[src/hdl/pafk_pkg.sv]
// Shared constants, types and the quarter-wave sine table for the planar arm kinematics unit.
`default_nettype none

package pafk_pkg;

  localparam int DEF_TRIG_FRACTION_BITS = 15;
  localparam int DEF_OUT_FRACTION_BITS  = 4;

  localparam int NUM_LINKS   = 3;
  localparam int CELL_STAGES = 4;
  localparam int ANGLE_W     = 10;
  localparam int TURN_W      = 9;
  localparam int IDX_W       = 7;
  localparam int LEN_W       = 12;
  localparam int BASE_W      = 13;
  localparam int OUT_W       = 19;
  localparam int ADDR_W      = 5;
  localparam int DATA_W      = 32;

  localparam int QUARTER_DEG       = 90;
  localparam int HALF_TURN_DEG     = 180;
  localparam int THREE_QUARTER_DEG = 270;
  localparam int FULL_TURN_DEG     = 360;

  localparam int OUT_MAX = 262143;
  localparam int OUT_MIN = -262144;

  localparam int SERIES_BITS  = 28;
  localparam int SERIES_W     = SERIES_BITS + 1;
  localparam int SERIES_TERMS = 10;
  localparam logic [63:0] PI_SERIES = 64'h3243_F6A9;
  localparam logic [9:0] SERIES_DIV [1:SERIES_TERMS] = '{
    10'd6, 10'd20, 10'd42, 10'd72, 10'd110, 10'd156, 10'd210, 10'd272, 10'd342, 10'd420
  };

  typedef enum logic [2:0] {
    REG_BASE_X       = 3'd0,
    REG_BASE_Y       = 3'd1,
    REG_LINK1_LENGTH = 3'd2,
    REG_LINK2_LENGTH = 3'd3,
    REG_LINK3_LENGTH = 3'd4
  } reg_idx_t;

  typedef struct packed {
    logic signed [BASE_W-1:0]         base_x;
    logic signed [BASE_W-1:0]         base_y;
    logic [NUM_LINKS-1:0][LEN_W-1:0]  length;
  } pafk_cfg_t;

  typedef struct packed {
    logic                              valid;
    logic [NUM_LINKS-1:0][ANGLE_W-1:0] joint;
    logic [TURN_W-1:0]                 angle;
  } pafk_word_t;

  typedef logic [SERIES_W-1:0] series_rom_t [0:QUARTER_DEG];

  // Sine of k degrees from a truncated Taylor series with 28 fraction bits.
  function automatic logic [SERIES_W-1:0] quarter_series(int unsigned k);
    logic [63:0] x;
    logic [63:0] x2;
    logic [63:0] term;
    logic [63:0] sum;
    x    = (64'(k) * PI_SERIES + 64'd90) / 64'd180;
    x2   = (x * x) >> SERIES_BITS;
    term = x;
    sum  = x;
    for (int n = 1; n <= SERIES_TERMS; n++) begin
      term = (term * x2) >> SERIES_BITS;
      term = term / 64'(SERIES_DIV[n]);
      if (n % 2 == 1) begin
        sum = sum - term;
      end else begin
        sum = sum + term;
      end
    end
    return SERIES_W'(sum);
  endfunction

  function automatic series_rom_t build_series_rom();
    series_rom_t rom;
    for (int k = 0; k <= QUARTER_DEG; k++) begin
      rom[k] = quarter_series(k);
    end
    return rom;
  endfunction

  localparam series_rom_t SERIES_ROM = build_series_rom();

endpackage

`default_nettype wire

[src/hdl/pafk_regs.sv]
// Register file behind the APB-style configuration port.
`default_nettype none

module pafk_regs
  import pafk_pkg::*;
(
  input  wire logic              clk,
  input  wire logic              rst,
  input  wire logic              psel,
  input  wire logic              penable,
  input  wire logic              pwrite,
  input  wire logic [ADDR_W-1:0] paddr,
  input  wire logic [DATA_W-1:0] pwdata,
  output logic      [DATA_W-1:0] prdata,
  output pafk_cfg_t              cfg
);

  reg_idx_t idx;

  assign idx = reg_idx_t'(paddr[ADDR_W-1:2]);

  always_ff @(posedge clk) begin
    if (rst) begin
      cfg <= '0;
    end else if (psel && penable && pwrite) begin
      unique case (idx)
        REG_BASE_X:       cfg.base_x    <= pwdata[BASE_W-1:0];
        REG_BASE_Y:       cfg.base_y    <= pwdata[BASE_W-1:0];
        REG_LINK1_LENGTH: cfg.length[0] <= pwdata[LEN_W-1:0];
        REG_LINK2_LENGTH: cfg.length[1] <= pwdata[LEN_W-1:0];
        REG_LINK3_LENGTH: cfg.length[2] <= pwdata[LEN_W-1:0];
        default: ;
      endcase
    end
  end

  always_comb begin
    unique case (idx)
      REG_BASE_X:       prdata = DATA_W'(cfg.base_x);
      REG_BASE_Y:       prdata = DATA_W'(cfg.base_y);
      REG_LINK1_LENGTH: prdata = DATA_W'(cfg.length[0]);
      REG_LINK2_LENGTH: prdata = DATA_W'(cfg.length[1]);
      REG_LINK3_LENGTH: prdata = DATA_W'(cfg.length[2]);
      default:          prdata = '0;
    endcase
  end

endmodule

`default_nettype wire

[config.mk]
export PLATFORM = sky130hd
export DESIGN_NAME = pafk_regs
export DESIGN_NICKNAME = d
export VERILOG_FILES = /design/src/hdl/pafk_pkg.sv /design/src/hdl/pafk_regs.sv
export SDC_FILE = /design/constraint.sdc
export NUM_CORES = 1
export LEC_CHECK = 0
export BUFFER_PORTS_ARGS = -buffer_cell sky130_fd_sc_hd__buf_2
export CAP_MARGIN = 0
export CORE_MARGIN = 5
export CORE_UTILIZATION = 45
export DETAILED_ROUTE_END_ITERATION = 6
export PLACE_DENSITY = 0.83
export SYNTH_ARGS = -nofsm -noshare
export SYNTH_HDL_FRONTEND = slang
export SYNTH_SLANG_ARGS = --single-unit
[constraint.sdc]
create_clock -name clk -period 2.1 [get_ports clk]
set_input_delay 0.105 -clock clk [delete_from_list [all_inputs] [get_ports clk]]
set_output_delay 0.105 -clock clk [all_outputs]
set_load 0.01 [all_outputs]
# Yosys cells after proc, flatten, opt, wreduce, memory -nomap -nowiden
# Index checks and enable logic that the tools add are counted.
# totals
reg_bits,62
input_bits,42
wordCells,18
# classes
n_eq_ne,4
n_mux,1
reduce_logical,8
# op_table
op,n
32-bit one-hot mux with 5 select lines,1
2-bit AND reduction,5
"3-bit by 2-bit equality test with 1-bit output, second input constant",2
"3-bit by 1-bit equality test with 1-bit output, second input constant",1
"3-bit equality test, second input constant",1
3-bit logical NOT,1
1-bit logical AND,2

# Logic depth before layout (Yosys ltp)
# depth
ltp_word,3
ltp_mapped,5
mapped_depth_nobuf,3

# Worst setup path after synthesis
# No wires, ideal clock.
# synth_timing
kind,input-to-output
start,in paddr[2]
end,out prdata[13]
arrival_ns,2.070
required_time_ns,1.995
setup_slack_ns,-0.075
path_stages,5
path_buffers,3
path_cell_list,buf_2 -> buf_4 -> mux2i_1 -> nor3_1 -> buf_4
# synth_between
elab_chain_cells,2
# synth_lines
element,line_no,text
start: declaration,pafk_regs.sv:12,"input wire logic [ADDR_W-1:0] paddr,"
3-bit equality test (tied with other cells),pafk_regs.sv:38,unique case (idx)
32-bit one-hot mux with 5 select lines *,pafk_regs.sv:38,
end: declaration,pafk_regs.sv:14,"output logic [DATA_W-1:0] prdata,"
# Mark *: on every way between the ends. The rest lies on a longest branch, timed or not.

# Worst setup path in the final report
# layout_timing
start,reg cfg[48] (netlist bit)
end,out prdata[24]
# layout_between
elab_chain_cells,1
# layout_lines
element,line_no,text
start: declaration,pafk_regs.sv:15,output pafk_cfg_t cfg
32-bit one-hot mux with 5 select lines,pafk_regs.sv:38,
# Every way passes these cells.

==> impl_metrics.csv <==
group,metric,value,unit
yosys,synthTopCellsByArea,"dfxtp_1, mux2i_1, nand2b_1",
final_layout,layout.nets,439,
power,leakage,2.02,nW
timing,setup_viol_count_final,0,
floorplanning,die-height,93.5,um
yosys,synth_ff_type,"dfxtp_1",
worst_setup_path,cpPeakStageDelay,0.56,ns
placed_design,hpwl,5680,um
yosys,async_flop_share,0,
routing,remaining_drc_errors,0,
yosys,syn_nets,346,
power,p_comb_frac,0.077,
global_routing,grtUsageMet1,0.249,
clock_network,h-tree-depth,3,
job,maxCapViolCount,0,
power,p_clk_frac,0.426,
final_layout,multi_input_area,0.00162,mm^2
routing,drt-initial-drc-count,122,
worst_setup_path,path_cells,"mux2i_1, nor3_2, buf_2",
final_layout,final_area,0.00383,mm^2
global_routing,grt_pass1_vias,2454,
worst_setup_path,worst-path-max-fanout,20,
clock_network,cts_hold_buf,0,
global_routing,grt.busiest_layer,"met2",
clock_network,cts-root-buf,"clkbuf_8",
timing,finalSetupTns,0,ns
yosys,ys_seq_elements,62,
floorplanning,core_area,0.00679,mm^2
routing,viasPerCell,5.20,
final_layout,regArea,0.00124,mm^2
placed_design,place.gp.congestion,0.763,
worst_setup_path,end_kind,"output pin",
timing,fin_skew,0,ns
final_layout,areaGrowthSynthToFinish,21.9,%
worst_setup_path,arrival,1.58,ns
min_path,min_from,"pwdata[12]",
floorplanning,start_util,0.462,
timing,period_share,0.802,
global_routing,grtUsageMet3,0.0539,
yosys,syn_area,0.00314,mm^2
worst_setup_path,rrSetupSlack,1.43,ns
status,status,"complete, no violations",
worst_setup_path,cp_slowest_cell,"nor3_2",
clock_network,cts_setup_buffers,0,
final_layout,final_util,0.563,
final_layout,drive_above_1_share,0.384,
final_layout,fillers,622,
global_routing,met2_usage,0.294,
floorplanning,num_rows,30,
timing,rsz0062_at_grt,"false",
final_layout,antenna_cells,0,
clock_network,cts_tree,"built",
yosys,synth.top_cell.area_share,0.395,
global_routing,grt_usage,0.188,
timing,min_period,1.68,ns
global_routing,grt_pass1_wl,12900,um
final_layout,top_regs,"cfg: 62 flops",
timing,fmax,0.594,GHz
yosys,yosys.area.top_type,"dfxtp_1",
placed_design,port_buffers,114,
min_path,hold-path-cell-count,3,
worst_setup_path,reg2reg_from,"cfg[20]$_SDFFE_PP0P_",
power,power_density,627,mW/mm^2
clock_network,clk_pin_slew,0.07,ns
clock_network,cts.path.max_buffers,2,
yosys,ys_seq_area_frac,0.395,
yosys,avgSynthCellArea,10.3,um^2
worst_setup_path,critPathKind,"reg -> out",
worst_setup_path,ff2ff_path_depth,2,
power,p_int,1.84,mW
clock_network,cts.repair.resized,0,
worst_setup_path,start_kind,"register",
global_routing,antenna_found_initial,0,
routing,final_antenna_net_count,0,
routing,via_count,2582,
routing,firstDrtPassIters,4,
floorplanning,dieArea,0.00875,mm^2
clock_network,cts_buffers,9,
yosys,syn_inst,304,
clock_network,cts.sinks,62,
power,sequentialPowerShare,0.496,
final_layout,max_flop_register,"cfg",
global_routing,grt_overflow_total,0,
power,swShare,0.235,
timing,slew_violations,0,
timing,whs,0.0685,ns
floorplanning,die_x,93.5,um
yosys,synth.distinct_cells,26,
yosys,synth_edf_count,0,
floorplanning,ioPinCount,136,
placed_design,placed_area,0.00364,mm^2
timing,setup_ws,0.416,ns
worst_setup_path,cp.required,2.00,ns
routing,routedWlPerCell,16.7,um
timing,tightestPinTransition,0.719,ns
routing,wirelength,8310,um
power,p_switching,0.563,mW
power,vdd_ir_drop_max,0.384,mV
timing,hold_viol_final,0,
timing,slew_headroom,0.518,
min_path,worstHoldEndpoint,"cfg[48]$_SDFFE_PP0P_",
yosys,yosys_warnings,0,
worst_setup_path,crit-reg2reg-capture,"cfg[20]$_SDFFE_PP0P_",
final_layout,largest_register_ffs,62,
clock_network,clock_latency,0.32,ns
global_routing,grt_max_degree,41,
placed_design,dpl_worst_slack,0.550,ns
min_path,hp-class,"in -> reg",
how the worst max path moves through the flow:
stage | startpoint | to | slack (ns) | cells after the start
4_1_cts | cfg[48]$_SDFFE_PP0P_ | prdata[27] | 0.35 | 3
2_1_floorplan | paddr[2] | prdata[13] | 0.46 | 5
3_5_place_dp | paddr[2] | prdata[1] | 0.55 | 6
5_1_grt | cfg[48]$_SDFFE_PP0P_ | prdata[16] | 0.22 | 3
3_3_place_gp | paddr[2] | prdata[1] | 0.54 | 6
6_report | cfg[48]$_SDFFE_PP0P_ | prdata[24] | 0.42 | 3
through the flow:
stage | std cells | power, mW
after floorplan | 304 | 1.34
after global placement | 482 | 1.40
after detailed placement | 482 | 1.41
after CTS | 497 | 2.42
after global routing | 497 | 2.48
final | 497 | 2.40
cells in the final DEF (no fill, tap or decap):
master	netlist	final
nand3_4	1	1
nand2_1	1	1
nor2b_1	2	2
o2bb2ai_1	1	1
nand2b_1	75	75
buf_12	1	1
nor3_2	0	1
buf_2	5	114
bufinv_16	0	1
o22ai_1	11	11
nand3_1	1	1
and3_1	1	1
clkinvlp_4	0	1
dfxtp_1	62	62
a22oi_1	22	22
nor2_1	1	1
clkbuf_8	0	10
o21a_1	1	1
and4b_4	1	1
o21ai_0	1	1
nand3b_4	1	1
nand3b_1	1	1
mux2_2	11	11
clkinv_2	0	2
clkbuf_1	12	1
and2_1	1	1
mux2i_1	65	65
buf_4	20	9
and3b_4	1	1
cells by family after synthesis:
family / count (synthesis) / share of synthesized area
AND/OR/NAND/NOR: 88 / 0.186
multiplexers: 76 / 0.247
buffers and inverters: 42 / 0.0909
AO/OA/AOI/OAI: 36 / 0.0813
flip-flops: 62 / 0.395
power by group through the flow:
| stage | Combinational [mW] | Clock (mW) | Sequential, mW |
|---|---|---|---|
| final | 0.186 | 1.02 | 1.19 |
| after CTS | 0.189 | 1.04 | 1.19 |
| after global placement | 0.185 | 0 | 1.22 |
| after detailed placement | 0.188 | 0 | 1.22 |
| after floorplan | 0.116 | 0 | 1.22 |
| after global routing | 0.202 | 1.09 | 1.19 |
area by class of cell:
class,count,share of cell area
tap,96,0.0314
sequential,62,0.324
multi-input combinational,200,0.423
timing repair buffer,124,0.172
clock buffer,11,0.0370
clock inverter,4,0.0124
cell usage after synthesis (2+ instances only):
| cell type | count |
|---|---|
| buf_2 | 5 |
| dfxtp_1 | 62 |
| buf_4 | 20 |
| mux2_2 | 11 |
| clkbuf_1 | 12 |
| o22ai_1 | 11 |
| buf_6 | 4 |
| mux2i_1 | 65 |
| a22oi_1 | 22 |
| nand2b_1 | 75 |
| nor2b_1 | 2 |
critical path: cells and delay by family, from the launching register on:
kind / cells / cell delay (ns)
and+or+nand+nor: 1 / 0.56
DFF: 1 / 0.35
buffers and inverters: 1 / 0.26
muxes: 1 / 0.09
routing by layer:
metal | routed length, um | share of wire
met1 | 3610 | 0.43
met3 | 867 | 0.10
met5 | 0 | 0
met2 | 3730 | 0.45
met4 | 94 | 0.011
No activity file was read; power rests on OpenSTA's default activity.
