`src/hdl/pafk_pkg.sv`:
```
// Shared constants, types and the quarter-wave sine table for the planar arm kinematics unit.
`default_nettype none

package pafk_pkg;

  localparam int DEF_TRIG_FRACTION_BITS = 15;
  localparam int DEF_OUT_FRACTION_BITS  = 4;

  localparam int NUM_LINKS   = 3;
  localparam int CELL_STAGES = 4;
  localparam int ANGLE_W     = 10;
  localparam int TURN_W      = 9;
  localparam int IDX_W       = 7;
  localparam int LEN_W       = 12;
  localparam int BASE_W      = 13;
  localparam int OUT_W       = 19;
  localparam int ADDR_W      = 5;
  localparam int DATA_W      = 32;

  localparam int QUARTER_DEG       = 90;
  localparam int HALF_TURN_DEG     = 180;
  localparam int THREE_QUARTER_DEG = 270;
  localparam int FULL_TURN_DEG     = 360;

  localparam int OUT_MAX = 262143;
  localparam int OUT_MIN = -262144;

  localparam int SERIES_BITS  = 28;
  localparam int SERIES_W     = SERIES_BITS + 1;
  localparam int SERIES_TERMS = 10;
  localparam logic [63:0] PI_SERIES = 64'h3243_F6A9;
  localparam logic [9:0] SERIES_DIV [1:SERIES_TERMS] = '{
    10'd6, 10'd20, 10'd42, 10'd72, 10'd110, 10'd156, 10'd210, 10'd272, 10'd342, 10'd420
  };

  typedef enum logic [2:0] {
    REG_BASE_X       = 3'd0,
    REG_BASE_Y       = 3'd1,
    REG_LINK1_LENGTH = 3'd2,
    REG_LINK2_LENGTH = 3'd3,
    REG_LINK3_LENGTH = 3'd4
  } reg_idx_t;

  typedef struct packed {
    logic signed [BASE_W-1:0]         base_x;
    logic signed [BASE_W-1:0]         base_y;
    logic [NUM_LINKS-1:0][LEN_W-1:0]  length;
  } pafk_cfg_t;

  typedef struct packed {
    logic                              valid;
    logic [NUM_LINKS-1:0][ANGLE_W-1:0] joint;
    logic [TURN_W-1:0]                 angle;
  } pafk_word_t;

  typedef logic [SERIES_W-1:0] series_rom_t [0:QUARTER_DEG];

  // Sine of k degrees from a truncated Taylor series with 28 fraction bits.
  function automatic logic [SERIES_W-1:0] quarter_series(int unsigned k);
    logic [63:0] x;
    logic [63:0] x2;
    logic [63:0] term;
    logic [63:0] sum;
    x    = (64'(k) * PI_SERIES + 64'd90) / 64'd180;
    x2   = (x * x) >> SERIES_BITS;
    term = x;
    sum  = x;
    for (int n = 1; n <= SERIES_TERMS; n++) begin
      term = (term * x2) >> SERIES_BITS;
      term = term / 64'(SERIES_DIV[n]);
      if (n % 2 == 1) begin
        sum = sum - term;
      end else begin
        sum = sum + term;
      end
    end
    return SERIES_W'(sum);
  endfunction

  function automatic series_rom_t build_series_rom();
    series_rom_t rom;
    for (int k = 0; k <= QUARTER_DEG; k++) begin
      rom[k] = quarter_series(k);
    end
    return rom;
  endfunction

  localparam series_rom_t SERIES_ROM = build_series_rom();

endpackage

`default_nettype wire

```
`src/hdl/pafk_out_stage.sv`:
```
// Output stage: rounding to the output fraction, saturation and the result register.
`default_nettype none

module pafk_out_stage
  import pafk_pkg::*;
#(
  parameter int TRIG_FRACTION_BITS = DEF_TRIG_FRACTION_BITS,
  parameter int OUT_FRACTION_BITS  = DEF_OUT_FRACTION_BITS
) (
  input  wire logic                 clk,
  input  wire logic                 rst,
  input  wire logic                 in_valid,
  input  wire logic signed [TRIG_FRACTION_BITS+15:0] acc_x,
  input  wire logic signed [TRIG_FRACTION_BITS+15:0] acc_y,
  input  wire logic                 tip_stall,
  output logic                      adv,
  output logic                      tip_valid,
  output logic signed [OUT_W-1:0]   tip_x,
  output logic signed [OUT_W-1:0]   tip_y
);

  localparam int ACC_W = TRIG_FRACTION_BITS + 16;
  localparam int SUM_W = ACC_W + 1;
  localparam int SHIFT = TRIG_FRACTION_BITS - OUT_FRACTION_BITS;

  localparam logic signed [SUM_W-1:0] HALF   = SUM_W'(2 ** (SHIFT - 1));
  localparam logic signed [SUM_W-1:0] SAT_HI = SUM_W'(OUT_MAX);
  localparam logic signed [SUM_W-1:0] SAT_LO = SUM_W'(OUT_MIN);

  function automatic logic [OUT_W-1:0] round_sat(logic signed [ACC_W-1:0] v);
    logic signed [SUM_W-1:0] biased;
    logic signed [SUM_W-1:0] rnd;
    biased = SUM_W'(v) + HALF;
    rnd    = biased >>> SHIFT;
    if (rnd > SAT_HI) begin
      rnd = SAT_HI;
    end else if (rnd < SAT_LO) begin
      rnd = SAT_LO;
    end
    return rnd[OUT_W-1:0];
  endfunction

  assign adv = !tip_valid || !tip_stall;

  always_ff @(posedge clk) begin
    if (rst) begin
      tip_valid <= 1'b0;
    end else if (adv) begin
      tip_valid <= in_valid;
      tip_x     <= round_sat(acc_x);
      tip_y     <= round_sat(acc_y);
    end
  end

endmodule

`default_nettype wire

```
`config.mk`:
```
export PLATFORM = sky130hd
export DESIGN_NAME = pafk_out_stage
export DESIGN_NICKNAME = d
export VERILOG_FILES = /design/src/hdl/pafk_pkg.sv /design/src/hdl/pafk_out_stage.sv
export SDC_FILE = /design/constraint.sdc
export NUM_CORES = 1
export LEC_CHECK = 0
export BUFFER_PORTS_ARGS = -buffer_cell sky130_fd_sc_hd__buf_2
export CAP_MARGIN = 15
export CORE_MARGIN = 4
export CORE_UTILIZATION = 40
export DETAILED_ROUTE_END_ITERATION = 8
export PLACE_DENSITY_LB_ADDON = 0.3
export SYNTH_ARGS = -nofsm -noshare
export SYNTH_HDL_FRONTEND = slang
export SYNTH_SLANG_ARGS = --single-unit
```
`constraint.sdc`:
```
create_clock -name clk -period 6.07 [get_ports clk]
set_input_delay 0.9105 -clock clk [delete_from_list [all_inputs] [get_ports clk]]
set_output_delay 0.9105 -clock clk [all_outputs]
set_load 0.005 [all_outputs]
```
Word-level counts from Yosys, hierarchy flattened
Index checks and enable logic that the tools add are counted.
Storage, ports and cells
  latch bits: 0
  memories kept: 0
  register bits: 39
  input port bits: 66
  ROM bits: 0
  RAM bits: 0
  output and inout bits: 40
  logic and storage cells: 16
Cells by class
  reductions and logical operators: 4
  shift operators: 0
  add/sub/neg operators: 2
  eq/ne operators: 0
  multipliers: 0
  multiplexer cells: 2
  bitwise operators: 1
  order comparisons: 4
  divide/modulo/power cells: 0
Operators by type and width (number)
  $add 31x12->32 const B: 2
  $gt 21x19->1 const B: 2
  $lt 21x19->1 const B: 2
  $mux 19: 2
  $logic_not 1->1: 2
  $reduce_and 2->1: 1
  $logic_or 1x1->1: 1
  $not 1->1: 1

Longest topological paths before layout
  depth in word-level cells: 3
  depth in mapped cells: 8
  mapped depth without buffers: 6

Worst setup path before layout
No wires, ideal clock.
  kind: input -> register
  from: input port tip_stall
  to: register tip_x[0] (enable)
  setup slack: 2.822 ns
  arrival time: 2.802 ns
  stages on the path: 1
  path buffers: 0
  cell sequence: a21oi_1
Between the ends
  cells in the longest elaborated chain, start to end: 3
Ends and longest elaborated chain
  start, declared: line pafk_out_stage.sv:15  | input wire logic tip_stall,
  $logic_not 1->1: line pafk_out_stage.sv:43  | assign adv = !tip_valid || !tip_stall;
  $logic_or 1x1->1: line pafk_out_stage.sv:43
  $reduce_and 2->1 (no line)
  end signal, assigned: line pafk_out_stage.sv:50  | tip_x <= round_sat(acc_x);
  end, declared: line pafk_out_stage.sv:18  | output logic signed [OUT_W-1:0] tip_x,
No other way between the ends.
A chain may end at the register's enable or synchronous reset.

Worst setup path after layout
  from: input port acc_x[13]
  to: register tip_x[6] (data pin)
Between the ends
  cells in the longest elaborated chain, start to end: 3
Ends and longest elaborated chain
  start, declared: line pafk_out_stage.sv:13  | input wire logic signed [TRIG_FRACTION_BITS+15:0] acc_x,
  $add 31x12->32 *: line pafk_out_stage.sv:33  | biased = SUM_W'(v) + HALF;
  $lt 21x19->1: line pafk_out_stage.sv:37  | end else if (rnd < SAT_LO) begin
  $mux 19: line pafk_out_stage.sv:37
Mark *: on every way between the ends. The rest lies on a longest branch, timed or not.

==> flow_summary.yaml <==
global_routing:
  antenna_found_initial: 0
  overflow: 0
  grt_pass1_vias: 1969
  grt_max_degree: 39
  grt_pass1_wl_mm: 9.79
  grt.total_usage_pct: 16.6
route:
  vias: 2153
  drt_pre_antenna_iters: 5
  ant_nets: 0
  via_per_inst: 5.36
  routed.top_layer: "met4"
  wirelength_met1_mm: 2.85
  drc: 0
  met3WireLength_microns: 455
  wl_per_cell_microns: 15.4
  dr_wl_met2_mm: 2.80
  wirelength_mm: 6.19
  drt_iter0_drc: 170
floorplan:
  io_pins: 106
  die_w_microns: 87.0
  fp-row-count: 28
  start_util_pct: 41.7
  dieArea_sq_mm: 0.00757
  coreArea_sq_mm: 0.00599
  die_height_microns: 87.0
place:
  pre_cts_ws_ns: 2.58
  dpl.hpwl_mm: 4.69
  port_buffers: 85
  gp_congestion: 0.934
yosys:
  ys_seq_area_share_pct: 46.5
  synth_edf_count: 38
  synth_cell_types: 49
  yosys.area.top_type: "edfxtp_1"
  ys.flop_type: "edfxtp_1"
  synthTopCellsByArea: "edfxtp_1 46%, xor2_1 7.0%, xnor2_1 3.9%"
  synth_nets: 307
  yosys_warnings: 0
  async_flop_share_pct: 0
  yosysMostFrequentCell: "edfxtp_1"
  syn_avg_cell_area_sq_um: 10.4
  synth_cells: 239
  synth_seq_cells: 39
  netlist_area_sq_mm: 0.00250
  ys_top_cells_by_count: "38 x edfxtp_1, 20 x xor2_1, 18 x nor2_1, 17 x o21ai_0"
  synth.top_cell.area_share_pct: 45.7
hold_path:
  holdCritStartpoint: "tip_valid"
  min_path_type: "reg2reg"
  whs_path_depth: 2
  hold_path_end: "tip_valid"
timing:
  fin_crit_ns: 3.15
  period_share_pct: 51.9
  tightest_slew_ns: 0.819
  finalSetupViolations: 0
  worst_slack_ns: 2.92
  relSlewSlack_pct: 45.4
  setup_tns_ns: 0
  finalHoldViolations: 0
  rsz0062_at_grt: "false"
  skew_ns: 0.00289
  max_freq_mhz: 317
  drv_slew: 0
clocking:
  worstSkewPairLatency_ns: 0.29
  cts_resized: 0
  cts_tree: "done"
  cts-root-buf: "clkbuf_8"
  cts_buffers: 5
  clk_pin_slew_worst_paths_ns: 0.08
  cts_buffer_depth: 2
  cts_sinks: 39
  postCtsHoldBufs: 0
  h-tree-depth: 2
  postCtsSetupBuffers: 0
critical_path:
  r2r_start: "tip_valid"
  r2r_end: "tip_x[17]"
  startpoint_type: "input port"
  worstRegToRegCells: 2
  path_max_fanout: 11
  crit_type: "in2reg"
  end_kind: "register"
  crit_arrival_ns: 3.17
  crit_chain: "buf_2 -> nand4_1 -> or4_4 -> o31ai_1 -> a21boi_2 -> o21ai_0"
  r2r_slack_ns: 4.77
  crit_slowest_cell: "or4_4"
  critical-path-max-stage-delay_ns: 0.73
  cp_data_required_time_ns: 6.09
outcome:
  status: "complete, no violations"
finish:
  fillers: 548
  insertedDiodeCount: 0
  drive_gt1_share_pct: 34.6
  nNetsFinal: 394
  syn_to_final_growth_pct: 26.0
power_and_ir_drop:
  p_leak_nw: 1.19
  peakVddDrop_mv: 0.144
  powerDensity_mw_per_mm2: 222
  p_total_mw: 0.699
job:
  cap_violations: 0
==> state kept, by name (all words and copies together), names as in the netlist <==
signal     cells
tip_valid      1
tip_x         19
tip_y         19
==> worst max-delay path, delay by kind of cell <==
family                 cells  cell delay [ns]
and+or+nand+nor            2             1.21
buffers and inverters      1             0.13
AOI/OAI and AO/OA          3             0.91
==> worst max path at each step <==
stage | end | slack, ns | cells past startpoint | start
after floorplan | tip_x[0] | 2.82 | 1 | tip_stall
after global placement | tip_x[6] | 2.71 | 6 | acc_x[13]
after detailed placement | tip_x[6] | 2.58 | 6 | acc_x[13]
after CTS | tip_x[6] | 2.91 | 6 | acc_x[13]
after global routing | tip_x[6] | 2.71 | 6 | acc_x[13]
final | tip_x[6] | 2.92 | 6 | acc_x[13]
==> cells by family (layout without fill, tap and decap cells) <==
| kind of cell | Yosys count | count (layout) | share of synthesized area, % |
|---|---|---|---|
| AND/OR/NAND/NOR | 87 | 87 | 21.3 |
| flip-flops | 39 | 39 | 46.5 |
| buffers and inverters | 12 | 100 | 2.06 |
| AO/OA/AOI/OAI | 68 | 68 | 18.2 |
| adder cells (fa/ha/maj) | 2 | 2 | 1.00 |
| XOR/XNOR | 31 | 31 | 10.9 |
==> through the flow <==
| stage | hold WS, ns | instances | utilization (%) | area (sq um) |
|---|---|---|---|---|
| 2_1_floorplan | 0.519 | 239 | - | 2500 |
| 3_3_place_gp | 0.554 | 394 | 50.2 | 3010 |
| 3_5_place_dp | 0.579 | 394 | 50.2 | 3010 |
| 4_1_cts | 0.593 | 402 | 52.5 | 3150 |
| 5_1_grt | 0.678 | 402 | 52.5 | 3150 |
| 6_report | 0.585 | 402 | 52.5 | 3150 |
==> cells in the final DEF, fill, tap and decap left out, types with 4 or more instances in the layout <==
cell type  netlist  final
a21oi_1         15     14
a31oi_1          6      6
and3_1           5      5
buf_2            2     85
clkbuf_8         0      5
edfxtp_1        38     38
inv_1            5      5
nand2_1         14     14
nand3_1         15     15
nand4_1          5      5
nor2_1          18     18
nor3_1           7      7
nor4_1           4      4
o21a_1           4      4
o21ai_0         17     17
o21ai_1          9      9
xnor2_1         11     11
xor2_1          20     20
==> area by class of cell <==
class / instances / area, sq um / area share, %
Tap cell: 75 / 93.8 / 2.98
Timing Repair Buffer: 87 / 440 / 14.0
Sequential cell: 39 / 1160 / 36.9
Inverter: 5 / 18.8 / 0.597
Multi-Input combinational cell: 188 / 1290 / 41.2
Clock buffer: 5 / 68.8 / 2.19
Clock inverter: 3 / 67.6 / 2.15
==> per-layer routing <==
layer,vias to the layer above,GRT usage [%]
met3,6,3.22
met1,990,24.3
met5,-,0
met2,76,24.5
met4,0,5.24
li1,1081,-
==> power breakdown <==
group / total [mW] / leakage (nW) / switching, mW / internal (mW)
clock network: 0.262 / 0.0644 / 0.0982 / 0.164
registers: 0.325 / 0.375 / 0.00451 / 0.320
logic: 0.112 / 0.746 / 0.0654 / 0.0471
Power figures use the tool's default switching activity.
