===== src/hdl/pafk_pkg.sv =====
// Shared constants, types and the quarter-wave sine table for the planar arm kinematics unit.
`default_nettype none

package pafk_pkg;

  localparam int DEF_TRIG_FRACTION_BITS = 15;
  localparam int DEF_OUT_FRACTION_BITS  = 4;

  localparam int NUM_LINKS   = 3;
  localparam int CELL_STAGES = 4;
  localparam int ANGLE_W     = 10;
  localparam int TURN_W      = 9;
  localparam int IDX_W       = 7;
  localparam int LEN_W       = 12;
  localparam int BASE_W      = 13;
  localparam int OUT_W       = 19;
  localparam int ADDR_W      = 5;
  localparam int DATA_W      = 32;

  localparam int QUARTER_DEG       = 90;
  localparam int HALF_TURN_DEG     = 180;
  localparam int THREE_QUARTER_DEG = 270;
  localparam int FULL_TURN_DEG     = 360;

  localparam int OUT_MAX = 262143;
  localparam int OUT_MIN = -262144;

  localparam int SERIES_BITS  = 28;
  localparam int SERIES_W     = SERIES_BITS + 1;
  localparam int SERIES_TERMS = 10;
  localparam logic [63:0] PI_SERIES = 64'h3243_F6A9;
  localparam logic [9:0] SERIES_DIV [1:SERIES_TERMS] = '{
    10'd6, 10'd20, 10'd42, 10'd72, 10'd110, 10'd156, 10'd210, 10'd272, 10'd342, 10'd420
  };

  typedef enum logic [2:0] {
    REG_BASE_X       = 3'd0,
    REG_BASE_Y       = 3'd1,
    REG_LINK1_LENGTH = 3'd2,
    REG_LINK2_LENGTH = 3'd3,
    REG_LINK3_LENGTH = 3'd4
  } reg_idx_t;

  typedef struct packed {
    logic signed [BASE_W-1:0]         base_x;
    logic signed [BASE_W-1:0]         base_y;
    logic [NUM_LINKS-1:0][LEN_W-1:0]  length;
  } pafk_cfg_t;

  typedef struct packed {
    logic                              valid;
    logic [NUM_LINKS-1:0][ANGLE_W-1:0] joint;
    logic [TURN_W-1:0]                 angle;
  } pafk_word_t;

  typedef logic [SERIES_W-1:0] series_rom_t [0:QUARTER_DEG];

  // Sine of k degrees from a truncated Taylor series with 28 fraction bits.
  function automatic logic [SERIES_W-1:0] quarter_series(int unsigned k);
    logic [63:0] x;
    logic [63:0] x2;
    logic [63:0] term;
    logic [63:0] sum;
    x    = (64'(k) * PI_SERIES + 64'd90) / 64'd180;
    x2   = (x * x) >> SERIES_BITS;
    term = x;
    sum  = x;
    for (int n = 1; n <= SERIES_TERMS; n++) begin
      term = (term * x2) >> SERIES_BITS;
      term = term / 64'(SERIES_DIV[n]);
      if (n % 2 == 1) begin
        sum = sum - term;
      end else begin
        sum = sum + term;
      end
    end
    return SERIES_W'(sum);
  endfunction

  function automatic series_rom_t build_series_rom();
    series_rom_t rom;
    for (int k = 0; k <= QUARTER_DEG; k++) begin
      rom[k] = quarter_series(k);
    end
    return rom;
  endfunction

  localparam series_rom_t SERIES_ROM = build_series_rom();

endpackage

`default_nettype wire


===== src/hdl/pafk_link_cell.sv =====
// One link cell: cumulative angle, sine and cosine lookup, products, and accumulation.
`default_nettype none

module pafk_link_cell
  import pafk_pkg::*;
#(
  parameter int LINK               = 0,
  parameter int TRIG_FRACTION_BITS = DEF_TRIG_FRACTION_BITS
) (
  input  wire logic                 clk,
  input  wire logic                 rst,
  input  wire logic                 adv,
  input  wire logic [LEN_W-1:0]     length,
  input  wire pafk_word_t           in_word,
  input  wire logic signed [TRIG_FRACTION_BITS+15:0] in_acc_x,
  input  wire logic signed [TRIG_FRACTION_BITS+15:0] in_acc_y,
  output pafk_word_t                out_word,
  output logic signed [TRIG_FRACTION_BITS+15:0]      out_acc_x,
  output logic signed [TRIG_FRACTION_BITS+15:0]      out_acc_y
);

  localparam int ACC_W     = TRIG_FRACTION_BITS + 16;
  localparam int TRIG_W    = TRIG_FRACTION_BITS + 2;
  localparam int PROD_W    = LEN_W + 1 + TRIG_W;
  localparam int SUM_W     = ANGLE_W + 1;
  localparam int ROM_SHIFT = SERIES_BITS - TRIG_FRACTION_BITS;
  localparam int ROM_EXT   = SERIES_W + 1;

  localparam logic signed [SUM_W-1:0] TURN      = SUM_W'(FULL_TURN_DEG);
  localparam logic signed [SUM_W-1:0] TWO_TURNS = SUM_W'(2 * FULL_TURN_DEG);
  localparam logic [ROM_EXT-1:0]      ROM_HALF  = ROM_EXT'(2 ** (ROM_SHIFT - 1));
  localparam logic signed [TRIG_W-1:0] TRIG_ONE = TRIG_W'(2 ** TRIG_FRACTION_BITS);
  localparam logic [TURN_W-1:0] Q1 = TURN_W'(QUARTER_DEG);
  localparam logic [TURN_W-1:0] Q2 = TURN_W'(HALF_TURN_DEG);
  localparam logic [TURN_W-1:0] Q3 = TURN_W'(THREE_QUARTER_DEG);
  localparam logic [TURN_W-1:0] Q4 = TURN_W'(FULL_TURN_DEG);

  logic [TRIG_W-2:0] sine_rom [0:QUARTER_DEG];

  for (genvar k = 0; k <= QUARTER_DEG; k++) begin : g_rom
    assign sine_rom[k] = (TRIG_W-1)'((ROM_EXT'(SERIES_ROM[k]) + ROM_HALF) >> ROM_SHIFT);
  end

  // Stage A: cumulative angle reduced into one turn.
  logic signed [SUM_W-1:0] angle_sum;
  logic signed [SUM_W-1:0] angle_red;
  pafk_word_t              a_word;
  pafk_word_t              a_word_next;
  logic signed [ACC_W-1:0] a_acc_x;
  logic signed [ACC_W-1:0] a_acc_y;

  assign angle_sum = $signed({2'b00, in_word.angle}) + SUM_W'($signed(in_word.joint[LINK]));

  always_comb begin
    priority if (angle_sum < -TURN) begin
      angle_red = angle_sum + TWO_TURNS;
    end else if (angle_sum < 0) begin
      angle_red = angle_sum + TURN;
    end else if (angle_sum >= TWO_TURNS) begin
      angle_red = angle_sum - TWO_TURNS;
    end else if (angle_sum >= TURN) begin
      angle_red = angle_sum - TURN;
    end else begin
      angle_red = angle_sum;
    end
    a_word_next       = in_word;
    a_word_next.angle = angle_red[TURN_W-1:0];
  end

  // Stage B: quadrant folding and table lookup.
  logic [TURN_W-1:0]        a_ang;
  logic [IDX_W-1:0]         sin_k;
  logic [IDX_W-1:0]         cos_k;
  logic                     sin_neg;
  logic                     cos_neg;
  logic [TRIG_W-2:0]        sin_mag;
  logic [TRIG_W-2:0]        cos_mag;
  pafk_word_t               b_word;
  logic signed [ACC_W-1:0]  b_acc_x;
  logic signed [ACC_W-1:0]  b_acc_y;
  logic signed [TRIG_W-1:0] b_sin;
  logic signed [TRIG_W-1:0] b_cos;

  assign a_ang = a_word.angle;

  always_comb begin
    priority if (a_ang <= Q1) begin
      sin_k   = IDX_W'(a_ang);
      sin_neg = 1'b0;
      cos_k   = IDX_W'(Q1 - a_ang);
      cos_neg = 1'b0;
    end else if (a_ang <= Q2) begin
      sin_k   = IDX_W'(Q2 - a_ang);
      sin_neg = 1'b0;
      cos_k   = IDX_W'(a_ang - Q1);
      cos_neg = 1'b1;
    end else if (a_ang <= Q3) begin
      sin_k   = IDX_W'(a_ang - Q2);
      sin_neg = 1'b1;
      cos_k   = IDX_W'(Q3 - a_ang);
      cos_neg = 1'b1;
    end else begin
      sin_k   = IDX_W'(Q4 - a_ang);
      sin_neg = 1'b1;
      cos_k   = IDX_W'(a_ang - Q3);
      cos_neg = 1'b0;
    end
  end

  assign sin_mag = sine_rom[sin_k];
  assign cos_mag = sine_rom[cos_k];

  // Stage C: products; stage D: accumulation.
  pafk_word_t               c_word;
  logic signed [ACC_W-1:0]  c_acc_x;
  logic signed [ACC_W-1:0]  c_acc_y;
  logic signed [PROD_W-1:0] c_prod_x;
  logic signed [PROD_W-1:0] c_prod_y;
  logic signed [LEN_W:0]    len_s;

  assign len_s = $signed({1'b0, length});

  always_ff @(posedge clk) begin
    if (rst) begin
      a_word.valid   <= 1'b0;
      b_word.valid   <= 1'b0;
      c_word.valid   <= 1'b0;
      out_word.valid <= 1'b0;
    end else if (adv) begin
      a_word    <= a_word_next;
      a_acc_x   <= in_acc_x;
      a_acc_y   <= in_acc_y;
      b_word    <= a_word;
      b_acc_x   <= a_acc_x;
      b_acc_y   <= a_acc_y;
      b_sin     <= sin_neg ? -$signed({1'b0, sin_mag}) : $signed({1'b0, sin_mag});
      b_cos     <= cos_neg ? -$signed({1'b0, cos_mag}) : $signed({1'b0, cos_mag});
      c_word    <= b_word;
      c_acc_x   <= b_acc_x;
      c_acc_y   <= b_acc_y;
      c_prod_x  <= len_s * b_sin;
      c_prod_y  <= len_s * b_cos;
      out_word  <= c_word;
      out_acc_x <= c_acc_x + ACC_W'(c_prod_x);
      out_acc_y <= c_acc_y + ACC_W'(c_prod_y);
    end
  end

  a_angle_in_turn: assert property (@(posedge clk) disable iff (rst)
    a_word.valid |-> (a_word.angle < Q4))
    else $error("cumulative angle left the range of one turn");

  b_sine_bounded: assert property (@(posedge clk) disable iff (rst)
    b_word.valid |-> (b_sin <= TRIG_ONE) && (b_sin >= -TRIG_ONE))
    else $error("sine value beyond unity");

  b_cosine_bounded: assert property (@(posedge clk) disable iff (rst)
    b_word.valid |-> (b_cos <= TRIG_ONE) && (b_cos >= -TRIG_ONE))
    else $error("cosine value beyond unity");

  d_holds_when_stopped: assert property (@(posedge clk) disable iff (rst)
    !adv |=> $stable(out_word.valid))
    else $error("cell output moved while the pipeline was stopped");

endmodule

`default_nettype wire


===== config.mk =====
export PLATFORM = sky130hd
export DESIGN_NAME = pafk_link_cell
export DESIGN_NICKNAME = d
export VERILOG_FILES = /design/src/hdl/pafk_pkg.sv /design/src/hdl/pafk_link_cell.sv
export SDC_FILE = /design/constraint.sdc
export NUM_CORES = 2
export LEC_CHECK = 0
export ABC_AREA = 1
export BUFFER_PORTS_ARGS = -buffer_cell sky130_fd_sc_hd__buf_2
export CAP_MARGIN = 20
export CORE_ASPECT_RATIO = 0.8
export CORE_MARGIN = 4
export CORE_UTILIZATION = 60
export DETAILED_ROUTE_END_ITERATION = 10
export PLACE_DENSITY = 0.82
export SLEW_MARGIN = 0
export SYNTH_ARGS = -nofsm -noshare
export SYNTH_HDL_FRONTEND = slang
export SYNTH_SLANG_ARGS = --single-unit

===== constraint.sdc =====
create_clock -name clk -period 67.2 [get_ports clk]
set_input_delay 20.16 -clock clk [delete_from_list [all_inputs] [get_ports clk]]
set_output_delay 20.16 -clock clk [all_outputs]
set_load 0.03 [all_outputs]

=== After elaboration in Yosys (flattened, before gate mapping) ===
Memory sizes are Yosys's and may differ from the RTL's.
Cells that the tools add are included.

* Output and inout port bits: 102
* Memories: 2
* ROM bits: 4096
* Logic and storage cells: 88
* Bits in registers: 502
* Input bits: 117

* Mux-type cells: 21
* Bitwise logic cells: 3
* Add/subtract/negate cells: 16
* $lt $le $gt $ge: 9
* $mul: 2
* Reduce and logical (&&, ||, !) cells: 1

{| class="wikitable"
|+ Memory list
! name !! words !! bits a word !! read ports !! clocked after Yosys merged registers in !! write ports !! line !! RTL
|-
| (name not given) || 128 || 16 || 1 || 0 || 0 || pafk_link_cell.sv:111 || <nowiki>assign cos_mag = sine_rom[cos_k];</nowiki>
|-
| (name not given) || 128 || 16 || 1 || 0 || 0 || pafk_link_cell.sv:110 || <nowiki>assign sin_mag = sine_rom[sin_k];</nowiki>
|}

{| class="wikitable"
|+ Operators by type and width
! cell !! number
|-
| $mux W16 || 6
|-
| $add A31 B30 Y31 || 2
|-
| $mul A13 B17 Y30 || 2
|-
| $mux W7 || 6
|-
| $mux W9 || 4
|-
| $neg A16 Y17 || 2
|-
| $add A9 B9 Y9 const B || 2
|-
| $sub A9 B9 Y9 const B || 2
|-
| $ge A8 B8 Y1 const B || 2
|-
| $not A7 Y8 || 2
|-
| $sub A7 B7 Y7 const A || 2
|-
| $add A10 B10 Y11 || 1
|-
| $ge A11 B10 Y1 const B || 1
|-
| $ge A11 B11 Y1 const B || 1
|-
| $lt A11 B1 Y1 const B || 1
|-
| $lt A11 B10 Y1 const B || 1
|-
| $le A9 B7 Y1 const B || 1
|-
| $le A9 B8 Y1 const B || 1
|-
| $le A9 B9 Y1 const B || 1
|-
| $sub A4 B7 Y7 const A || 1
|-
| $sub A6 B7 Y7 const A || 1
|-
| $sub A7 B4 Y7 const B || 1
|-
| $sub A7 B6 Y7 const B || 1
|-
| $sub A7 B7 Y7 const B || 1
|-
| 3 further kinds || 7
|}

=== Logic depth before layout (Yosys ltp) ===
* Depth after elaboration: 10
* Gate-level depth with buffers: 32
* Gate-level depth less buffers: 31

=== Least setup slack after synthesis ===
No wires, ideal clock.

* Path type: input to register
* From: input adv
* To: register a_acc_x[0], enable pin
* Required time: 65.831 ns
* Stages on the path: 2
* Arrival time: 40.829 ns
* Path buffers: 0
* Setup slack: 25.002 ns
* Library setup time: 1.369 ns
* Path through: inv_1 -> nor2_1

* Word-level cells in the longest chain between the ends: 1

{| class="wikitable"
|+ Ends and longest elaborated chain
! element !! line !! RTL
|-
| from (decl) || pafk_link_cell.sv:12 || <nowiki>input wire logic adv,</nowiki>
|-
| $reduce_and A2 Y1 (no source line) || - ||
|-
| to (signal assigned) || pafk_link_cell.sv:131 || <nowiki>a_acc_x <= in_acc_x;</nowiki>
|-
| to (decl) || pafk_link_cell.sv:49 || <nowiki>logic signed [ACC_W-1:0] a_acc_x;</nowiki>
|}

No other way between the ends.
A chain may end at the register's enable or synchronous reset.

=== Worst setup path after layout ===
* From: input length[1]
* To: register c_prod_x[27], data pin

* Word-level cells in the longest chain between the ends: 1

{| class="wikitable"
|+ Ends and longest elaborated chain
! element !! line !! RTL
|-
| from (decl) || pafk_link_cell.sv:13 || <nowiki>input wire logic [LEN_W-1:0] length,</nowiki>
|-
| $mul A13 B17 Y30 || pafk_link_cell.sv:141 || <nowiki>c_prod_x <= len_s * b_sin;</nowiki>
|-
| to (signal assigned) || pafk_link_cell.sv:141 ||
|-
| to (decl) || pafk_link_cell.sv:117 || <nowiki>logic signed [PROD_W-1:0] c_prod_x;</nowiki>
|}

No other way between the ends.

==> key figures <==
Status
  • Status: finished clean

Worst setup path
  • FF-to-FF End: c_prod_x[27]
  • Kind of start point of the critical path: primary input
  • Worst Path Max Fanout: 34
  • CP Class: primary input to flip-flop
  • Critical R2R Launch: b_sin[7]
  • Worst setup EP type: flip-flop
  • CP max stage cell: fa_1
  • WP data required: 67560 ps
  • Most frequent cell on the critical path: inv_1
  • Reg2Reg Setup Slack: 60580 ps
  • Crit path max-delay family: adder cells
  • WP data arrival: 26270 ps
  • Slowest Stage Delay on Critical Path: 520 ps
  • Worst reg2reg path depth: 23
  • CP bufs+invs: 7
  • CP Cell Sequence: buf_2, nand2_1, inv_1, fa_1, inv_1, fa_1, inv_1, fa_1, inv_1, fa_1, fa_1, inv_1, ha_1, a21oi_1, inv_1, a31oi_1, o21ai_0, a21boi_0, o21ai_0, a21boi_0, o21bai_1, a21oi_1, o21ai_0, xor2_1

STA
  • RSZ-0062 raised after global routing: false
  • Max-slew headroom: 0.147
  • Worst Tran Pin Value: 1280 ps
  • Sum Neg Setup Slack: 0 ps
  • Minimum clock period: 25910 ps
  • Final Setup Violations: 0
  • Final Slew Violations: 0
  • Crit share post-route: 0.386
  • Fin Clk Skew: 38.0 ps
  • Max Freq: 38.6 MHz
  • Final Hold Vio Count: 0

Finish
  • Area grow syn2layout: 8.65%
  • Nets: 5166
  • Most common cell after layout, fill and taps aside: nand2_1
  • Commonest non-fill, non-tap cells in the layout: 1075 x nand2_1, 909 x inv_1, 498 x edfxtp_1
  • Share of cells above drive strength 1: 0.0929

Die
  • Row cnt: 84
  • Core Region: 65800 um^2
  • Starting Density: 0.607
  • Die W: 296 um
  • Die Ht: 239 um
  • Die area: 70800 um^2
  • IO Count: 219

Global route
  • Initial antenna violation count: 6
  • Grt ovf: 0
  • GR Util All Layers: 0.251
  • Pin count of the biggest net entering global routing: 180
  • Vias in the first global route: 29600
  • First-pass GRT wire length: 145000 um

Clocking
  • Post-CTS Resized: 0
  • Num CTS Buffers: 52
  • Longest Clk Path Bufs: 3
  • Worst-Skew Late Latency: 630 ps
  • CTS Hold Bufs: 0
  • CTS Sinks: 502
  • Postcts setup bufs: 0
  • CTS tree: yes
  • CTS root buffer: clkbuf_16
  • Depth of the CTS H-tree: 2
  • Clock slew at reported path FFs: 70 ps

Yosys
  • Ys flop type: edfxtp_1
  • Top cells by area, synth: edfxtp_1 37%, fa_1 19%, nand2_1 10%
  • Seq/Total Area, Yosys: 0.377
  • Synth Cell Area: 39900 um^2
  • Mapped Cells: 4275
  • Synth Warn #: 0
  • Post-synth top area cell: edfxtp_1
  • Async SR Flop Fraction: 0
  • Avg Cell Area, Syn: 9.34 um^2
  • EDFF count, synth: 498
  • Synthesized Nets: 5018
  • Count of cell types in the netlist: 52
  • #FFs+latches synth: 502
  • Yosys top cell area share: 0.374

Min path
  • Worst Hold Endpoint: b_word[30]
  • Hold path startpoint: a_word[30]
  • Hold depth: 0
  • Worst hold path type: flip-flop to flip-flop

Routing
  • WL/cell: 16.3 um
  • Vias/cell: 5.40
  • Detailed Route WL: 87000 um
  • Vias: 28800
  • Drt first pass iters: 6
  • ANT nets after route: 0
  • Drt drc: 0
  • Initial DRC count: 2726

Placement
  • Dpl hpwl: 64500 um
  • I/O Buffers: 218
  • Routability congestion estimate: 0.977

Job
  • Max Cap Viol: 0
[how the worst max path moves through the flow]
stage | to | cells past startpoint | slack [ps] | startpoint
after floorplan | a_acc_x[0] | 2 | 25000 | adv
after detailed placement | c_prod_x[27] | 24 | 40800 | length[1]
after CTS | c_prod_x[27] | 24 | 41410 | length[1]
after global placement | c_prod_x[27] | 24 | 40940 | length[1]
final | c_prod_x[27] | 24 | 41290 | length[1]
after global routing | c_prod_x[27] | 24 | 40860 | length[1]
[worst register-to-register path: cells and delay by family (launching register included)]
family,cells,cell delay (ps)
xor+xnor,1,160
compound gates,9,2320
simple gates,1,130
fa+ha+maj,6,2800
buf+inv,6,330
flops,1,610
[synth_stat cells, drive strengths merged, types with 12 or more instances]
library cell and count:
o21ai 116, o211ai 13, ha 247, nand3 270, xor2 109, inv 923
a21boi 14, a21oi 154, fa 379, nand4 17, buf 55, nor2 144
clkbuf 84, xnor2 54, a31oi 12, nand2 1111, edfxtp 498, nor3 17
[stage by stage]
stage	worst slack [ps]	util	cells	hold slack, ps	instance area (um^2)
2_1_floorplan	25000	-	4275	400	39900
3_3_place_gp	40940	0.631	5227	400	41500
6_report	41290	0.659	5331	394	43400
3_5_place_dp	40800	0.631	5227	405	41500
4_1_cts	41410	0.659	5325	387	43300
5_1_grt	40860	0.659	5329	414	43400
[routing by layer]
layer,vias to the layer above,part of all wire,track usage
li1,13600,-,-
met1,13900,0.42,0.343
met2,1134,0.48,0.415
met3,168,0.083,0.0463
met4,4,0.022,0.0719
met5,-,0.00024,0
[area by class of cell]
type                            instances  area (um^2)
Inverter                              927         3480
Timing Repair Buffer                  233         1240
Tap cell                              860         1080
Clock buffer                           56         1320
Clock inverter                         42          533
Multi-Input combinational cell       2707        20700
Antenna cell                            4         10.0
Sequential cell                       502        15000
Fill cell                            5100        22400
[logic make-up after synthesis]
family          count (synthesis)  share of synthesized area
compound gates                344                     0.0492
xor+xnor                      163                     0.0358
fa+ha+maj                     626                      0.267
buf+inv                      1066                      0.106
flops                         502                      0.377
simple gates                 1574                      0.166
[sequential cells by signal (all words and copies together), names as in the netlist, 31 cells and up]
| name | count |
|---|---|
| out_acc_y | 31 |
| b_word | 40 |
| a_acc_y | 31 |
| a_acc_x | 31 |
| c_word | 40 |
| a_word | 31 |
| b_acc_y | 31 |
| c_acc_x | 31 |
| out_acc_x | 31 |
| c_acc_y | 31 |
| out_word | 40 |
| b_acc_x | 31 |
Power is not shown: default switching activity piles up to over one toggle a cycle in this logic, so the estimate is an artifact.
